===== src/rtl/somdt_pkg.sv =====
// ----------------------------------------------------------------------------
// somdt_pkg
// Shared constants for the span occlusion max depth tree.
// ----------------------------------------------------------------------------
`default_nettype none

package somdt_pkg;

	localparam int LEAVES      = 128;
	localparam int SAMPLE_COLS = 80;
	localparam int COL_STRIDE  = 4;
	localparam int VIEW_COLS   = 320;

	localparam int NODE_COUNT  = 2 * LEAVES;
	localparam int NODE_W      = $clog2(NODE_COUNT);
	localparam int DEPTH_W     = 16;
	localparam int PIX_W       = 16;
	localparam int COL_W       = 7;

	typedef logic [NODE_W-1:0]  node_t;
	typedef logic [NODE_W:0]    span_idx_t;
	typedef logic [DEPTH_W-1:0] depth_t;

endpackage

`default_nettype wire


===== src/rtl/span_occlusion_max_depth_tree_unit.sv =====
// ----------------------------------------------------------------------------
// span_occlusion_max_depth_tree_unit
// Max segment tree over sampled wall depths; answers sprite span occlusion.
// ----------------------------------------------------------------------------
// An item is taken when start is high and busy is low. After reset the tree
// memory is swept to zero, one node a cycle, and busy stays high until every
// node has been cleared. A write to a sampled column stores the leaf, then
// walks up one tree level at a time, folding the sibling read on the step
// before into the parent, until the root is written. A write to an unsampled
// column is dropped at once; busy never rises. A query walks the tree bottom
// up with the single read port, reading on each level the left bound node,
// then the right bound node; the clamped span never reaches beyond sampled
// column 79, and the walk stops below the root. Spans off screen or covering
// no column end the walk at its first step. The result shows on visible and
// span_max_depth for one cycle with done, the cycle after the walk ends, and
// must be taken then. Writes give no result.
// ----------------------------------------------------------------------------
`default_nettype none

module span_occlusion_max_depth_tree_unit (
	input  wire                           clk,
	input  wire                           arst_n,
	input  wire                           start,
	output logic                          busy,
	input  wire                           action,
	input  wire  [somdt_pkg::COL_W-1:0]   column,
	input  wire  [somdt_pkg::DEPTH_W-1:0] wall_depth,
	input  wire  [somdt_pkg::PIX_W-1:0]   span_left,
	input  wire  [somdt_pkg::PIX_W-1:0]   span_right,
	input  wire  [somdt_pkg::DEPTH_W-1:0] sprite_depth,
	output logic                          done,
	output logic                          visible,
	output logic [somdt_pkg::DEPTH_W-1:0] span_max_depth
);
	import somdt_pkg::*;

	localparam logic [2:0] S_CLR   = 3'd0;
	localparam logic [2:0] S_IDLE  = 3'd1;
	localparam logic [2:0] S_WLEAF = 3'd2;
	localparam logic [2:0] S_WUP   = 3'd3;
	localparam logic [2:0] S_QLO   = 3'd4;
	localparam logic [2:0] S_QHI   = 3'd5;

	localparam logic signed [PIX_W-1:0] VIEW_S    = PIX_W'(VIEW_COLS);
	localparam logic        [PIX_W-1:0] VIEW_LAST = PIX_W'(VIEW_COLS - 1);
	localparam logic        [PIX_W-1:0] LEAF_LAST = PIX_W'(LEAVES - 1);
	localparam node_t                   ROOT      = node_t'(1);

	depth_t mem [NODE_COUNT];
	depth_t rdata_q;

	logic [2:0] state_q;
	node_t      clr_q;
	node_t      node_q;
	depth_t     cur_q;
	span_idx_t  lo_q;
	span_idx_t  hi_q;
	depth_t     best_q;
	depth_t     sdepth_q;
	logic       pend_q;

	logic       we;
	node_t      waddr;
	depth_t     wdata;
	node_t      raddr;

	logic       accept;
	logic       off_screen;
	logic [PIX_W-1:0] left_c, right_c, first_col, last_raw, last_col;
	logic       empty;
	depth_t     up_max;
	node_t      parent;
	depth_t     best_n;

	assign busy   = (state_q != S_IDLE);
	assign accept = start && !busy;

	// span clamping and column mapping
	always_comb begin
		off_screen = $signed(span_right) < 0 || $signed(span_left) >= VIEW_S;
		left_c     = span_left[PIX_W-1] ? '0 : span_left;
		right_c    = ($signed(span_right) >= VIEW_S) ? VIEW_LAST : span_right;
		first_col  = PIX_W'(left_c / COL_STRIDE);
		last_raw   = PIX_W'(right_c / COL_STRIDE);
		last_col   = (last_raw > LEAF_LAST) ? LEAF_LAST : last_raw;
		empty      = off_screen || (first_col > last_col);
	end

	always_comb begin
		parent = node_q >> 1;
		up_max = (rdata_q > cur_q) ? rdata_q : cur_q;
		best_n = (pend_q && rdata_q > best_q) ? rdata_q : best_q;
	end

	// memory port control
	always_comb begin
		we    = 1'b0;
		waddr = node_q;
		wdata = cur_q;
		raddr = node_q ^ node_t'(1);
		case (state_q)
			S_CLR: begin
				we    = 1'b1;
				waddr = clr_q;
				wdata = '0;
			end
			S_WLEAF: begin
				we = 1'b1;
			end
			S_WUP: begin
				we    = 1'b1;
				waddr = parent;
				wdata = up_max;
				raddr = parent ^ node_t'(1);
			end
			S_QLO: begin
				raddr = lo_q[NODE_W-1:0];
			end
			S_QHI: begin
				raddr = hi_q[NODE_W-1:0];
			end
			default: begin
				we = 1'b0;
			end
		endcase
	end

	always_ff @(posedge clk) begin
		if (we) begin
			mem[waddr] <= wdata;
		end
		rdata_q <= mem[raddr];
	end

	always_ff @(posedge clk or negedge arst_n) begin
		if (!arst_n) begin
			state_q <= S_CLR;
			clr_q   <= '0;
			pend_q  <= 1'b0;
			done    <= 1'b0;
		end else begin
			done <= 1'b0;
			case (state_q)
				S_CLR: begin
					clr_q <= clr_q + node_t'(1);
					if (clr_q == '1) begin
						state_q <= S_IDLE;
					end
				end
				S_IDLE: begin
					if (accept) begin
						if (action) begin
							state_q <= S_QLO;
							pend_q  <= 1'b0;
						end else if (32'(column) < SAMPLE_COLS && 32'(column) < LEAVES) begin
							state_q <= S_WLEAF;
						end
					end
				end
				S_WLEAF: begin
					state_q <= S_WUP;
				end
				S_WUP: begin
					if (parent == ROOT) begin
						state_q <= S_IDLE;
					end
				end
				S_QLO: begin
					if (lo_q > hi_q) begin
						state_q <= S_IDLE;
						done    <= 1'b1;
					end else begin
						state_q <= S_QHI;
						pend_q  <= lo_q[0];
					end
				end
				S_QHI: begin
					state_q <= S_QLO;
					pend_q  <= !hi_q[0];
				end
				default: begin
					state_q <= S_IDLE;
				end
			endcase
		end
	end

	// datapath registers
	always_ff @(posedge clk) begin
		case (state_q)
			S_IDLE: begin
				node_q   <= node_t'(LEAVES) + node_t'(column);
				cur_q    <= wall_depth;
				sdepth_q <= sprite_depth;
				best_q   <= '0;
				if (empty) begin
					lo_q <= span_idx_t'(1);
					hi_q <= '0;
				end else begin
					lo_q <= span_idx_t'(first_col) + span_idx_t'(LEAVES);
					hi_q <= span_idx_t'(last_col) + span_idx_t'(LEAVES);
				end
			end
			S_WUP: begin
				node_q <= parent;
				cur_q  <= up_max;
			end
			S_QLO: begin
				best_q <= best_n;
				if (lo_q > hi_q) begin
					visible        <= sdepth_q < best_n;
					span_max_depth <= best_n;
				end
			end
			S_QHI: begin
				best_q <= best_n;
				lo_q   <= (lo_q + span_idx_t'(lo_q[0])) >> 1;
				hi_q   <= (hi_q - span_idx_t'(!hi_q[0])) >> 1;
			end
			default: begin
				best_q <= best_q;
			end
		endcase
	end

endmodule

`default_nettype wire


===== config.mk =====
export PLATFORM = sky130hd
export DESIGN_NAME = span_occlusion_max_depth_tree_unit
export DESIGN_NICKNAME = d
export VERILOG_FILES = /design/src/rtl/somdt_pkg.sv /design/src/rtl/span_occlusion_max_depth_tree_unit.sv
export SDC_FILE = /design/constraint.sdc
export NUM_CORES = 2
export LEC_CHECK = 0
export BUFFER_PORTS_ARGS = -buffer_cell sky130_fd_sc_hd__buf_2
export CAP_MARGIN = 5
export CORE_MARGIN = 5
export CORE_UTILIZATION = 40
export DETAILED_ROUTE_END_ITERATION = 16
export MAX_ROUTING_LAYER = met4
export PLACE_DENSITY = 0.65
export SLEW_MARGIN = 20
export SYNTH_ARGS = -nofsm -noshare
export SYNTH_HDL_FRONTEND = slang
export SYNTH_SLANG_ARGS = --single-unit

===== constraint.sdc =====
create_clock -name clk -period 23.4 [get_ports clk]
set_input_delay 1.17 -clock clk [delete_from_list [all_inputs] [get_ports clk]]
set_output_delay 1.17 -clock clk [all_outputs]
set_load 0.01 [all_outputs]

# --- Word-level counts from Yosys, hierarchy flattened ---
# Memory sizes are Yosys's and may differ from the RTL's. A register that Yosys moved wholly into a read port is not among the register bits.
# Index checks and enable logic that the tools add are counted.
totals:
  memories: 1
  inputBits: 75
  word_cells: 92
  output_inout_bits: 19
  ramBits: 4096
  register_bits: 104
mem_list:
  columns: ["memory", "words", "word_bits", "rd", "rd_clocked_by_memory_dff", "write_ports", "line_no", "text"]
  rows:
  - ["mem", 256, 16, 1, 1, 1, "span_occlusion_max_depth_tree_unit.sv:49", "depth_t mem [NODE_COUNT];"]
classes:
  mux: 31
  n_addsub: 6
  n_eq_ne: 14
  magnitude_cmp: 10
  reduce_logical: 16
  bitwise_logic: 2
ops:
  columns: ["cell", "n"]
  rows:
  - ["case mux 16 bit (2 select lines)", 3]
  - ["2-to-1 mux 16 bit", 3]
  - ["case mux 9 bit (2 select lines)", 2]
  - [">= comparator 16 x 10 -> 1 bit, second input constant", 2]
  - ["greater-than comparator 16 bit", 2]
  - ["case mux 8 bit (2 select lines)", 2]
  - ["case mux 8 bit (3 select lines)", 1]
  - ["adder 9 x 8 -> 9 bit, second input constant", 2]
  - ["2-to-1 mux 3 bit", 6]
  - ["2-to-1 mux 9 bit", 2]
  - ["case mux 3 bit (6 select lines)", 1]
  - ["< comparator 16 x 1 -> 1 bit, second input constant", 1]
  - ["< comparator 16 bit", 1]
  - ["2-to-1 mux 15 bit", 1]
  - ["greater-than comparator 13 x 14 -> 1 bit", 1]
  - ["greater-than comparator 14 x 7 -> 1 bit, second input constant", 1]
  - ["2-to-1 mux 14 bit", 1]
  - ["!= test 2 bit, second input constant", 5]
  - ["adder 9 x 1 -> 9 bit", 1]
  - ["greater-than comparator 9 bit", 1]
  - ["subtractor 9 x 1 -> 9 bit", 1]
  - ["adder 8 x 1 -> 8 bit, second input constant", 1]
  - ["adder 8 x 7 -> 8 bit, first input constant", 1]
  - ["equality test 8 bit, second input constant", 1]
  - ["20 further kinds", 36]

# --- Logic depth before layout (Yosys ltp) ---
depth:
  word_depth: 8
  ltp_mapped: 23
  depth_no_buf: 22

# --- Worst setup path before layout ---
# Ideal clock, no wire load.
synth_timing:
  path_type: "register -> register"
  startpoint: "reg cur_q[2]"
  endpoint: "mem mem[0][0] (netlist name), data pin"
  synth_period_minus_slack_ps: 11431
  arrival_time_ps: 9796
  stages_incl_launch_ff: 15
  setup_time_ps: 1635
  path_buffers: 2
  required_time_ps: 21765
  slack_ps: 11969
  cell_sequence: "edfxtp_1 > inv_1 > ha_1 > a21oi_1 > o22ai_1 > o21a_1 > o21a_1 > o21a_1 > o211ai_1 > a21oi_1 > nand2b_1 > clkbuf_1 > nand2_1 > clkbuf_1 > mux2i_1"
synth_between:
  elab_chain_cells: 3
synth_lines:
  columns: ["item", "line_no", "text"]
  rows:
  - ["start: declaration", "span_occlusion_max_depth_tree_unit.sv:55", "depth_t cur_q;"]
  - ["start signal: assignment", "span_occlusion_max_depth_tree_unit.sv:193", "cur_q <= wall_depth;"]
  - ["start signal: assignment", "span_occlusion_max_depth_tree_unit.sv:206", "cur_q <= up_max;"]
  - ["greater-than comparator 16 bit", "span_occlusion_max_depth_tree_unit.sv:91", "up_max = (rdata_q > cur_q) ? rdata_q : cur_q;"]
  - ["2-to-1 mux 16 bit", "span_occlusion_max_depth_tree_unit.sv:91", null]
  - ["case mux 16 bit (2 select lines)", "span_occlusion_max_depth_tree_unit.sv:101", "case (state_q)"]
  - ["net wdata[0]", "span_occlusion_max_depth_tree_unit.sv:64", "depth_t wdata;"]
  - ["end: declaration", "span_occlusion_max_depth_tree_unit.sv:49", null]
# The timed path passes the listed nets, and every way through them passes these cells.

# --- Worst setup path in the final report ---
layout_timing:
  startpoint: "reg state_q[1]"
  endpoint: "reg rdata_q[6], read port of mem"
layout_between:
  elab_chain_cells: 2
  word_cells_on_any_way: 4
  cone_classes: "eq/ne: 3; mux: 1"
layout_lines:
  columns: ["item", "line_no", "text"]
  rows:
  - ["start: declaration", "span_occlusion_max_depth_tree_unit.sv:52", "logic [2:0] state_q;"]
  - ["start signal: assignment", "span_occlusion_max_depth_tree_unit.sv:137", "state_q <= S_CLR;"]
  - ["start signal: assignment", "span_occlusion_max_depth_tree_unit.sv:147", "state_q <= S_IDLE;"]
  - ["start signal: assignment", "span_occlusion_max_depth_tree_unit.sv:153", "state_q <= S_QLO;"]
  - ["equality test 3 bit / equality test 3 x 2 -> 1 bit (equally long branches)", "span_occlusion_max_depth_tree_unit.sv:101", null]
  - ["case mux 8 bit (3 select lines) (*)", "span_occlusion_max_depth_tree_unit.sv:101", null]
  - ["end: declaration", "span_occlusion_max_depth_tree_unit.sv:50", "depth_t rdata_q;"]
# Every way passes the cells marked *; elsewhere a longest branch is shown, timed or not.
# A chain may end at the register's enable or synchronous reset.

==> key figures <==
Status
  – Status: complete, no violations

STA
  – Clock Skews: 0.0735 ns
  – Max frequency: 104 MHz
  – Worst slew margin relative to its limit: 0.162
  – Setup-failing EPs final: 0
  – Setup repair after global routing missed its margin: false
  – Total count of hold-check failures in the final report: 0
  – Time the final worst path needs with I/O delays and setup: 9.62 ns
  – Sum of negative setup slack: 0 ns
  – Final worst path period share: 0.411
  – Total count of max-transition violations in the final report: 0
  – Actual transition at the worst max-transition pin: 1.23 ns

Logic synthesis
  – Primary flip-flop cell chosen by synthesis mapping: sky130_fd_sc_hd__edfxtp_1
  – Most area-hungry cell type in the Yosys netlist: sky130_fd_sc_hd__edfxtp_1
  – Fraction of registers with async set/reset: 0.00308
  – Most frequently used cell type in the post-synthesis netlist: sky130_fd_sc_hd__edfxtp_1
  – Share of the synthesized area in the top cell type: 0.744
  – Cell types occupying the most area after synthesis: sky130_fd_sc_hd__edfxtp_1 74%, sky130_fd_sc_hd__mux2i_1 5.4%, sky130_fd_sc_hd__nand2_1 4.4%
  – Synthesized area per cell: 14.9 um^2
  – Number of distinct library cells after synthesis: 79
  – #FFs+latches synth: 4,216
  – Sequential cell area fraction in the yosys report: 0.748
  – Gate count of the mapped netlist: 11,300
  – Number of enable-type register cells in the synthesized netlist: 4,187
  – Number of warning messages in the yosys log: 0
  – Ranking of synthesized cells by instance count: 4,187 x sky130_fd_sc_hd__edfxtp_1, 2,002 x sky130_fd_sc_hd__nand2_1, 904 x sky130_fd_sc_hd__mux2i_1
  – Area of the mapped netlist: 169,000 um^2

Floorplanning
  – Count of standard-cell rows: 238
  – Die Y: 660 um
  – Boundary Pins: 94
  – Starting utilization of the core area: 0.402
  – Die span in x: 660 um
  – Die area: 435,000 um^2
  – Core Footprint: 420,000 um^2

CTS
  – Buffer depth of the longest clock path: 4
  – Clock tree from TritonCTS: done
  – H-tree levels: 5
  – Clock root cell: sky130_fd_sc_hd__clkbuf_16
  – Num Clock Sinks: 4,216
  – Clock buffers created by TritonCTS: 416
  – Hold buffers post-CTS: 0
  – CTS clock-pin slew for the worst setup and hold paths: 0.07 ns
  – Clk Latency, worst-skew pair: 1.02 ns
  – Count of buffers added by post-CTS timing repair for setup: 0
  – Post-cts sizing count: 0

Worst setup path
  – CP arrival: 10.51 ns
  – Kind of capture point of the worst setup path: flip-flop
  – Library cell contributing the largest single delay on the critical path: sky130_fd_sc_hd__dfrtp_1
  – CP cell instances: and3b_1 > buf_4 > clkinv_4 > nand2_4 > mux2_8 > buf_4 > buf_4 > buf_4 > buf_12 > buf_4 > mux4_2 > a22oi_1 > o22ai_1 > nor4_2 > nor2_1 > or4_1
  – Family with the most delay on the worst path: buffers and inverters
  – Crit-path max cell delay: 0.95 ns
  – Bufs and invs on worst path: 7
  – Maximum fanout along the worst path: 111
  – Kind of start point of the critical path: flip-flop
  – Kind of critical path: reg -> reg
  – Crit-path most repeated cell: sky130_fd_sc_hd__buf_4
  – Data required time at the worst endpoint: 24.29 ns

Drt
  – Detailed-routing iteration count for the pre-antenna-repair pass: 6
  – Starting DRC count in detailed routing: 14,300
  – Via/cell ratio: 5.85
  – Number of nets with antenna violations after detailed routing: 0
  – Vias post-DR: 103,000
  – DRT Wirelength: 492 mm
  – WL per Instance: 28.0 um
  – DRC viols: 0

GRT
  – Number of global-route vias before repair: 95,800
  – Global Route Usage Sum: 0.225
  – Maximum number of pins on one net before global-route repair: 146
  – Wire length of the first global-routing pass: 699 mm
  – Antenna violations before repair: 26
  – Overall overflow remaining after global route: 0

Placement
  – Count of port buffers added during placement: 89
  – Final HPWL from detailed placement: 281 mm
  – Final Wtd Congestion: 0.870

Layout
  – Area growth syn-to-layout: 12.8%
  – Fraction of layout instances using a drive strength above 1: 0.114
  – Final net count: 11,700

Run
  – Max-cap violations: 0

Worst hold path
  – Min-delay worst type: in -> async
==> registers in the layout, summed over array words and instances (netlist names) <==
| name | cells |
|---|---|
| mem | 4096 |
| best_q | 16 |
| cur_q | 16 |
| rdata_q | 16 |
| sdepth_q | 16 |
| span_max_depth | 16 |
| hi_q | 9 |
| lo_q | 9 |
| clr_q | 8 |
| node_q | 8 |
| state_q | 3 |
| done | 1 |
| pend_q | 1 |
| visible | 1 |
==> worst register-to-register path: cells and delay by family (launching register included) <==
family / cells / cell delay (ns)
muxes: 2 / 1.24
and+or+nand+nor: 5 / 2.33
AOI/OAI and AO/OA: 2 / 0.52
DFF: 1 / 0.95
buffers and inverters: 7 / 4.44
==> cells in the final DEF, fill, tap and decap left out, drive strengths merged, types with 16 or more instances in the layout <==
| master | Yosys | routed |
|---|---|---|
| a21o | 24 | 24 |
| or4 | 17 | 17 |
| nand4 | 74 | 74 |
| a41oi | 21 | 21 |
| a311oi | 25 | 25 |
| nand2 | 2003 | 2003 |
| ha | 72 | 72 |
| o211ai | 21 | 21 |
| o21ai | 171 | 171 |
| inv | 84 | 100 |
| clkbuf | 269 | 511 |
| a21oi | 660 | 660 |
| nor3 | 126 | 126 |
| buf | 452 | 562 |
| nor2 | 388 | 388 |
| a211oi | 19 | 19 |
| nand3 | 746 | 746 |
| o221ai | 378 | 378 |
| edfxtp | 4187 | 4187 |
| and3 | 46 | 46 |
| clkinv | 1 | 186 |
| nor4 | 87 | 87 |
| mux2i | 904 | 904 |
| bufinv | 0 | 41 |
| a31oi | 106 | 106 |
| mux4 | 117 | 117 |
| mux2 | 22 | 22 |
| o22ai | 89 | 89 |
| dfxtp | 16 | 16 |
==> cell type report <==
cell class | count | area [um^2]
clock inverters | 253 | 2460
clock buffers | 511 | 10900
flip-flops and latches | 4216 | 126000
multi-input cells | 6282 | 39100
fillers | 36400 | 230000
diodes | 14 | 35.0
repair buffers | 562 | 4310
well taps | 5640 | 7060
inverters | 85 | 324
==> metal layers <==
layer	vias up	track usage	part of all wire
li1	43900	-	-
met1	51800	0.302	0.38
met2	6099	0.337	0.46
met3	916	0.0484	0.12
met4	0	0.0831	0.042
met5	-	-	0
==> path summary, 6_finish.rpt <==
check,from,end,slack [ns],cells past startpoint
max,state_q[1],rdata_q[6],13.78,16
min,arst_n,clr_q[1],0.08,1
max reg2reg,state_q[1],rdata_q[6],13.78,16
min reg2reg,clr_q[6],clr_q[6],0.51,1
max in group asynchronous,arst_n,clr_q[6],23.04,1
min in group clk,sprite_depth[9],sdepth_q[9],0.34,1
==> per-stage QoR <==
step	std cells	setup slack (ns)	hold WS, ns	instance area (um^2)	util
after floorplan	11300	11.97	0.461	169000	-
after global placement	16800	14.05	0.482	177000	0.421
after detailed placement	16800	13.98	0.493	177000	0.421
after CTS	17500	13.94	0.0369	190000	0.453
after global routing	17600	13.47	0.0847	191000	0.453
final	17600	13.78	0.0770	191000	0.453
==> logic make-up (layout without fill, tap and decap cells) <==
group | after synthesis | after routing | share of synthesized area
fa+ha+maj | 72 | 72 | 0.00533
xor+xnor | 21 | 21 | 0.00109
compound gates | 1604 | 1604 | 0.0613
buf+inv | 806 | 1411 | 0.0240
simple gates | 3534 | 3534 | 0.0893
mux | 1043 | 1043 | 0.0707
other cells | 2 | 22 | 0.0000445
flops | 4216 | 4216 | 0.748
Power is not shown: default switching activity piles up to over one toggle a cycle in this logic, so the estimate is an artifact.
